### config.mk
export PLATFORM = sky130hd
export DESIGN_NAME = gamepad_event_translator_top
export DESIGN_NICKNAME = d
export VERILOG_FILES = /design/src/sv/gevt_pkg.sv /design/src/sv/gamepad_event_translator_top.sv
export SDC_FILE = /design/constraint.sdc
export NUM_CORES = 1
export LEC_CHECK = 0
export BUFFER_PORTS_ARGS = -buffer_cell sky130_fd_sc_hd__buf_4
export CAP_MARGIN = 20
export CORE_MARGIN = 8
export CORE_UTILIZATION = 45
export CTS_BUF_LIST = sky130_fd_sc_hd__clkbuf_2
export CTS_CLUSTER_DIAMETER = 80
export DETAILED_ROUTE_END_ITERATION = 8
export PLACE_DENSITY = 0.77
export SYNTH_ARGS = -nofsm -noshare
export SYNTH_HDL_FRONTEND = slang
export SYNTH_SLANG_ARGS = --single-unit
### constraint.sdc
create_clock -name clk -period 9.9 [get_ports clk]
set_input_delay 0.495 -clock clk [delete_from_list [all_inputs] [get_ports clk]]
set_output_delay 0.495 -clock clk [all_outputs]
set_load 0.02 [all_outputs]
### src/sv/gevt_pkg.sv
`timescale 1ns / 1ps
// ----------------------------------------------------------------------------
// gevt_pkg
// Shared types, codes and helper functions of the gamepad event translator.
// ----------------------------------------------------------------------------
package gevt_pkg;

  localparam int NUM_BUTTONS = 16;
  localparam int MAX_RESULTS = 3;
  localparam int NUM_CAND    = 4;

  // input commands
  typedef enum logic [1:0] {
    CMD_PRESS   = 2'd0,
    CMD_RELEASE = 2'd1,
    CMD_AXIS    = 2'd2
  } cmd_t;

  // result kinds
  localparam logic [1:0] KIND_DOWN = 2'd0;
  localparam logic [1:0] KIND_UP   = 2'd1;
  localparam logic [1:0] KIND_AX   = 2'd2;
  localparam logic [1:0] KIND_AY   = 2'd3;

  // register indexes
  localparam logic [1:0] REG_BUTTON_MAP   = 2'd0;
  localparam logic [1:0] REG_DIGITAL_PAIR = 2'd1;
  localparam logic [1:0] REG_ANALOG_PAIR  = 2'd2;
  localparam logic [1:0] REG_THRESHOLD    = 2'd3;

  localparam logic [47:0] BUTTON_MAP_RST = 48'hFAC688FAC688;
  localparam logic [6:0]  DIGITAL_PAIR_RST = 7'd0;
  localparam logic [7:0]  ANALOG_PAIR_RST  = 8'hFF;
  localparam logic [14:0] THRESHOLD_RST    = 15'd10000;

  // direction pad bits
  localparam logic [15:0] MASK_UP    = 16'h0010;
  localparam logic [15:0] MASK_RIGHT = 16'h0020;
  localparam logic [15:0] MASK_DOWN  = 16'h0040;
  localparam logic [15:0] MASK_LEFT  = 16'h0080;

  localparam logic [15:0] LEVEL_DIV = 16'd65534;

  typedef struct packed {
    logic [1:0]  kind;
    logic [15:0] value;
  } res_t;

  function automatic logic [15:0] slot_mask(input logic [2:0] slot);
    logic [15:0] m;
    unique case (slot)
      3'd0: m = 16'h4000;
      3'd1: m = 16'h2000;
      3'd2: m = 16'h1000;
      3'd3: m = 16'h8000;
      3'd4: m = 16'h0100;
      3'd5: m = 16'h0200;
      3'd6: m = 16'h0008;
      3'd7: m = 16'h0001;
      default: m = 16'h0000;
    endcase
    return m;
  endfunction

  // (v + 32767) * 255 / 65534 truncated; the estimate p >> 16 is at most one low
  function automatic logic [7:0] analog_level(input logic signed [15:0] v);
    logic signed [16:0] xs;
    logic [15:0] x;
    logic [23:0] p;
    logic [7:0]  q;
    logic [23:0] r;
    xs = 17'(v) + 17'sd32767;
    x  = xs[16] ? 16'd0 : xs[15:0];
    p  = {x, 8'd0} - {8'd0, x};
    q  = p[23:16];
    r  = p - ({q, 16'd0} - {15'd0, q, 1'b0});
    if (r >= {8'd0, LEVEL_DIV}) begin
      q = q + 8'd1;
    end
    return q;
  endfunction

endpackage

### src/sv/gamepad_event_translator_top.sv
`timescale 1ns / 1ps
// ----------------------------------------------------------------------------
// gamepad_event_translator_top
// Turns gamepad button and axis events into controller button and stick events.
// ----------------------------------------------------------------------------
//  channel  | handshake            | payload
//  request  | req_valid/req_ready  | command, button_number, axis_number, axis_value
//  result   | rsp_valid/rsp_ready  | event_kind, event_value, last
//  config   | apb psel/penable     | paddr[4:3] selects register, 64-bit data
//
//  a request is held in the input register, then its results (zero to
//  three) are loaded into the result buffer and leave one per cycle while
//  rsp_ready is high.
//  first result appears after passing the input register and the result buffer.
//  reset clears held buttons and loads the register defaults.
//  a stalled result port holds the buffer and, behind it, the input register.
module gamepad_event_translator_top
  import gevt_pkg::*;
(
  input  logic               clk,
  input  logic               rst,
  input  logic               req_valid,
  output logic               req_ready,
  input  logic [1:0]         command,
  input  logic [7:0]         button_number,
  input  logic [7:0]         axis_number,
  input  logic signed [15:0] axis_value,
  output logic               rsp_valid,
  input  logic               rsp_ready,
  output logic [1:0]         event_kind,
  output logic [15:0]        event_value,
  output logic               last,
  input  logic               psel,
  input  logic               penable,
  input  logic               pwrite,
  input  logic [4:0]         paddr,
  input  logic [63:0]        pwdata,
  output logic [63:0]        prdata,
  output logic               pready
);

  // configuration registers
  logic [47:0] button_map;
  logic [6:0]  digital_axis_pair;
  logic [7:0]  analog_axis_pair;
  logic [14:0] threshold;

  logic [1:0] reg_idx;
  logic       cfg_wr;

  // input register
  logic               s1_valid;
  logic [1:0]         s1_cmd;
  logic [7:0]         s1_button;
  logic [7:0]         s1_axis;
  logic signed [15:0] s1_value;

  // state and result buffer
  logic [15:0] held_buttons;
  logic [15:0] held_next;
  res_t        rbuf [MAX_RESULTS];
  res_t        rbuf_next [MAX_RESULTS];
  logic [1:0]  rcnt;
  logic [1:0]  rcnt_next;

  res_t       cand [NUM_CAND];
  logic [NUM_CAND-1:0] cand_ok;
  res_t       comp [MAX_RESULTS];
  logic [1:0] ncomp;

  logic load_ok;
  logic s1_adv;
  logic pop;

  assign pready  = 1'b1;
  assign reg_idx = paddr[4:3];
  assign cfg_wr  = psel && penable && pwrite;

  always_comb begin
    unique case (reg_idx)
      REG_BUTTON_MAP:   prdata = {16'd0, button_map};
      REG_DIGITAL_PAIR: prdata = {57'd0, digital_axis_pair};
      REG_ANALOG_PAIR:  prdata = {56'd0, analog_axis_pair};
      REG_THRESHOLD:    prdata = {49'd0, threshold};
      default:          prdata = 64'd0;
    endcase
  end

  always_ff @(posedge clk) begin
    if (rst) begin
      button_map        <= BUTTON_MAP_RST;
      digital_axis_pair <= DIGITAL_PAIR_RST;
      analog_axis_pair  <= ANALOG_PAIR_RST;
      threshold         <= THRESHOLD_RST;
    end else if (cfg_wr) begin
      unique case (reg_idx)
        REG_BUTTON_MAP:   button_map        <= pwdata[47:0];
        REG_DIGITAL_PAIR: digital_axis_pair <= pwdata[6:0];
        REG_ANALOG_PAIR:  analog_axis_pair  <= pwdata[7:0];
        REG_THRESHOLD:    threshold         <= pwdata[14:0];
        default: ;
      endcase
    end
  end

  // handshakes
  assign rsp_valid = (rcnt != 2'd0);
  assign pop       = rsp_valid && rsp_ready;
  assign load_ok   = (rcnt == 2'd0) || ((rcnt == 2'd1) && rsp_ready);
  assign s1_adv    = s1_valid && load_ok;
  assign req_ready = !s1_valid || load_ok;

  assign event_kind  = rbuf[0].kind;
  assign event_value = rbuf[0].value;
  assign last        = (rcnt == 2'd1);

  always_ff @(posedge clk) begin
    if (rst) begin
      s1_valid <= 1'b0;
    end else if (req_valid && req_ready) begin
      s1_valid <= 1'b1;
    end else if (s1_adv) begin
      s1_valid <= 1'b0;
    end
  end

  always_ff @(posedge clk) begin
    if (req_valid && req_ready) begin
      s1_cmd    <= command;
      s1_button <= button_number;
      s1_axis   <= axis_number;
      s1_value  <= axis_value;
    end
  end

  // translation of the registered request
  always_comb begin
    logic [6:0]         pair;
    logic               vert;
    logic signed [16:0] v17;
    logic signed [16:0] thr;
    logic [15:0]        pos_mask;
    logic [15:0]        neg_mask;
    logic [15:0]        first_rel;
    logic [15:0]        second_rel;
    logic [15:0]        cur;
    logic [15:0]        mask;
    logic [2:0]         slot;
    pair       = s1_axis[7:1];
    vert       = s1_axis[0];
    v17        = 17'(s1_value);
    thr        = signed'({2'b00, threshold});
    pos_mask   = vert ? MASK_DOWN : MASK_RIGHT;
    neg_mask   = vert ? MASK_UP : MASK_LEFT;
    first_rel  = vert ? MASK_UP : MASK_RIGHT;
    second_rel = vert ? MASK_DOWN : MASK_LEFT;
    slot       = button_map[3*s1_button[3:0] +: 3];
    mask       = slot_mask(slot);
    held_next  = held_buttons;
    cur        = 16'd0;
    for (int i = 0; i < NUM_CAND; i++) begin
      cand[i] = '0;
    end
    cand_ok = '0;

    unique case (s1_cmd)
      CMD_PRESS, CMD_RELEASE: begin
        if ({1'b0, s1_button} < 9'(NUM_BUTTONS)) begin
          cand_ok[0] = 1'b1;
          cand[0].value = mask;
          if (s1_cmd == CMD_PRESS) begin
            held_next     = held_buttons | mask;
            cand[0].kind  = KIND_DOWN;
          end else begin
            held_next     = held_buttons & ~mask;
            cand[0].kind  = KIND_UP;
          end
        end
      end
      CMD_AXIS: begin
        if (pair == digital_axis_pair) begin
          if (v17 > thr) begin
            cur = pos_mask;
          end else if (v17 < -thr) begin
            cur = neg_mask;
          end
          if (((held_next & first_rel) != 16'd0) && (cur != first_rel)) begin
            held_next     = held_next & ~first_rel;
            cand_ok[0]    = 1'b1;
            cand[0].kind  = KIND_UP;
            cand[0].value = first_rel;
          end
          if (((held_next & second_rel) != 16'd0) && (cur != second_rel)) begin
            held_next     = held_next & ~second_rel;
            cand_ok[1]    = 1'b1;
            cand[1].kind  = KIND_UP;
            cand[1].value = second_rel;
          end
          if ((cur != 16'd0) && ((held_next & cur) == 16'd0)) begin
            held_next     = held_next | cur;
            cand_ok[2]    = 1'b1;
            cand[2].kind  = KIND_DOWN;
            cand[2].value = cur;
          end
        end
        if (!analog_axis_pair[7] && (analog_axis_pair[6:0] == pair)) begin
          cand_ok[3]    = 1'b1;
          cand[3].kind  = vert ? KIND_AY : KIND_AX;
          cand[3].value = {8'd0, analog_level(s1_value)};
        end
      end
      default: ;
    endcase
  end

  // pack valid results in order, dropping any beyond three
  always_comb begin
    ncomp = 2'd0;
    for (int i = 0; i < MAX_RESULTS; i++) begin
      comp[i] = '0;
    end
    for (int i = 0; i < NUM_CAND; i++) begin
      if (cand_ok[i] && (ncomp != 2'(MAX_RESULTS))) begin
        comp[ncomp] = cand[i];
        ncomp       = ncomp + 2'd1;
      end
    end
  end

  always_comb begin
    rcnt_next = rcnt;
    for (int i = 0; i < MAX_RESULTS; i++) begin
      rbuf_next[i] = rbuf[i];
    end
    if (s1_adv) begin
      rcnt_next = ncomp;
      for (int i = 0; i < MAX_RESULTS; i++) begin
        rbuf_next[i] = comp[i];
      end
    end else if (pop) begin
      rcnt_next = rcnt - 2'd1;
      for (int i = 0; i < MAX_RESULTS - 1; i++) begin
        rbuf_next[i] = rbuf[i+1];
      end
    end
  end

  always_ff @(posedge clk) begin
    if (rst) begin
      rcnt         <= 2'd0;
      held_buttons <= 16'd0;
    end else begin
      rcnt <= rcnt_next;
      if (s1_adv) begin
        held_buttons <= held_next;
      end
    end
  end

  always_ff @(posedge clk) begin
    for (int i = 0; i < MAX_RESULTS; i++) begin
      rbuf[i] <= rbuf_next[i];
    end
  end

  // opposite pad directions are never held together
  a_no_up_down: assert property (@(posedge clk) disable iff (rst)
    !(held_buttons[4] && held_buttons[6]))
    else $error("up and down held together");

  a_no_left_right: assert property (@(posedge clk) disable iff (rst)
    !(held_buttons[5] && held_buttons[7]))
    else $error("left and right held together");

  a_analog_range: assert property (@(posedge clk) disable iff (rst)
    (rsp_valid && (event_kind == KIND_AX || event_kind == KIND_AY))
      |-> (event_value[15:8] == 8'd0))
    else $error("analog level out of range");

  a_s1_kept: assert property (@(posedge clk) disable iff (rst)
    (s1_valid && !load_ok) |=> s1_valid)
    else $error("pending request dropped");

endmodule

==> results.yml <==
run_status:
  status: "complete, no violations"
synth:
  synth_top_family_by_area: "simple AND/OR/NAND/NOR gates"
  syn-mean-instance-area_um2: 8.89
  synthAdderAreaFrac: 0.0880
  synth-simple-area-share: 0.228
  synth_cell_types: 84
  ys_seq_area_frac: 0.354
  synth_xor_area_frac: 0.0522
  synth_edf_count: 70
  synth_cells: 1209
  synth_flop_cell: "dfxtp_1"
  synth_compound_area_frac: 0.146
  syn-cell-area_um2: 10700
  yosys_warnings: 0
  ys_ff_latch: 155
  muxShareOfSynthArea: 0.0616
  synthArstFlopShare: 0
sta:
  setup_viol: 0
  worst_slack_ns: 1.22
  slew_headroom: 0.311
  hold_violations: 0
  hold_ws_ns: 0.137
  finalCritPeriodShare: 0.877
  rsz0062_at_grt: "false"
  slew_viol_final: 0
  fin_worst_skew_ns: 0.0732
  fmax_mhz: 115
  tightest_slew_ns: 1.02
  setup_tns_ns: 0
  period_minus_slack_ns: 8.68
global_routing:
  antenna_found_initial: 2
  grt_pass1_vias: 9653
  grt_max_degree: 87
  grt_pass1_wl_um: 48900
  track_usage: 0.206
  grt_overflow_total: 0
setup_path:
  r2r_cells: 29
  reg2reg_to: "rbuf[0][6]"
  timing_worst_setup_path_type: "reg2reg"
  cp.arrival_ns: 9.18
  cp_top_family: "compound AO/OA/AOI/OAI gates"
  crit_fanout: 9
  cp-end-kind: "flip-flop"
  r2r_slack_ns: 1.22
  path_buf_inv: 3
  worstSetupStartpointType: "flip-flop"
  worstPathRequired_ns: 10.40
  max_stage_delay_ns: 0.76
  reg2reg_from: "s1_value[0]"
  critPathSlowestCell: "o41ai_1"
  crit_top_cell: "ha_1"
route:
  ant_nets: 0
  drc: 0
  drt_wl_total_um: 30600
  drt-initial-drc-count: 803
  viasPerCell: 5.53
  wl_per_cell_um: 17.5
  vias: 9647
  firstDrtPassIters: 5
clock_tree:
  cts_tree: "yes"
  clock_latency_ns: 0.76
  cts_setup_buffers: 0
  cts.sinks: 155
  htree_levels: 4
  cts_made_buffers: 17
  clk_path_buf_depth: 2
  cts_root_buffer: "clkbuf_2"
  cts.clk_slew.worst_paths_ns: 0.25
die:
  core_um2: 23500
  die_w_um: 171
  row_count: 56
  die_area_um2: 29100
  start_util: 0.458
  pin_count: 196
  die_y_um: 171
placed_design:
  pre_cts_slack_ns: 1.28
  io_buffer_count: 157
  post-dp-hpwl_um: 22500
  place.gp.congestion: 0.919
  placed_cells: 1629
hold_path:
  hp-start: "rsp_ready"
  min_to: "s1_valid"
  hold-path-cell-count: 4
  hold_path.class: "in2reg"
cells_and_area:
  final_cells: 1746
  nFillCells: 2067
  final_layout_size_suffix_gt1_frac: 0.178
  final_common_cell: "nand2_1"
  fin_util: 0.559
  final_nets: 1597
  syn2layout_area_growth_pct: 22.0
  mostFrequentLayoutCells: "nand2_1, buf_4, dfxtp_1"
power:
  ir_drop_v: 0.0000901
  leakagePower_nw: 5.47
  p_per_area_nw_per_um2: 144
job:
  drv_cap: 0
## stage by stage
| stage | area [µm²] | power [mW] |
|---|---|---|
| 4_1_cts | 13100 | 1.89 |
| 6_report | 13100 | 1.88 |
| 2_1_floorplan | 10800 | 1.28 |
| 3_3_place_gp | 12000 | 1.43 |
| 3_5_place_dp | 12000 | 1.45 |
| 5_1_grt | 13100 | 1.99 |
## logic make-up (layout without fill, tap and decap cells)
family	count (synthesis)	count (layout)
xor gates and xnor gates	64	64
and+or+nand+nor	491	491
AOI/OAI and AO/OA	230	230
muxes	38	38
DFF	155	155
other	2	21
buffers and inverters	154	353
adders and majority gates	75	75
## synth_stat cells, drive strengths merged, types with 27 or more instances
master | count | area [µm²]
nand2 | 197 | 739
dfxtp | 85 | 1700
nor2 | 75 | 282
ha | 74 | 926
a21oi | 73 | 369
inv | 71 | 267
edfxtp | 70 | 2100
buf | 46 | 333
and2 | 43 | 269
xnor2 | 43 | 377
o21ai | 39 | 195
clkbuf | 37 | 141
nand3 | 27 | 135
## layout make-up
| cell class | instances | area, µm² | share of cell area |
|---|---|---|---|
| inverter | 71 | 267 | 0.0203 |
| timing repair buffer | 250 | 2080 | 0.159 |
| sequential | 155 | 3800 | 0.290 |
| clock buffer | 18 | 90.1 | 0.00687 |
| tap | 319 | 399 | 0.0304 |
| clock inverter | 14 | 186 | 0.0142 |
| multi-input combinational | 917 | 6280 | 0.479 |
| antenna | 2 | 5.00 | 0.000382 |
## report_power, final
group	leakage, nW	switching [mW]	internal [mW]	total [mW]
logic	3.94	0.403	0.307	0.710
clock network	0.168	0.262	0.151	0.412
registers	1.37	0.0345	0.726	0.760
total	5.47	0.699	1.18	1.88
## tightest hold or removal path: stages
cell	delay, ns
buf_4	0.09
a21oi_1	0.09
a21oi_1	0.15
nor2_1	0.05
## what timing repair did
item	CTS	global route
resized for setup	0	0
hold buffers	83	0
endpoints found under the hold margin	111	0
## layer usage
metal / share of wire / wire length (µm) / vias to the layer above / track usage
met5: 0 / 0 / - / 0
met4: 0.019 / 585 / 0 / 0.0545
met3: 0.075 / 2300 / 52 / 0.0555
met2: 0.49 / 15000 / 348 / 0.360
met1: 0.41 / 12700 / 4564 / 0.247
li1: - / - / 4683 / -
## state kept, by name, summed over array words and instances, names as in the netlist
register           cells
s1_cmd                 2
button_map            48
held_buttons           4
threshold             15
digital_axis_pair      7
s1_valid               1
analog_axis_pair       8
rbuf                  36
s1_button              8
s1_value              16
s1_axis                8
rcnt                   2
## worst max path at each step
stage	startpoint	end	slack (ns)	cells after the start
after floorplan	s1_value[0]	rbuf[0][6]	2.47	30
after global placement	s1_value[0]	rbuf[0][6]	1.45	29
after detailed placement	s1_value[0]	rbuf[0][24]	1.28	29
after CTS	s1_value[0]	rbuf[0][6]	1.23	29
after global routing	s1_value[0]	rbuf[0][6]	0.62	29
final	s1_value[0]	rbuf[0][6]	1.22	29
(Power assumes the default switching activity.)
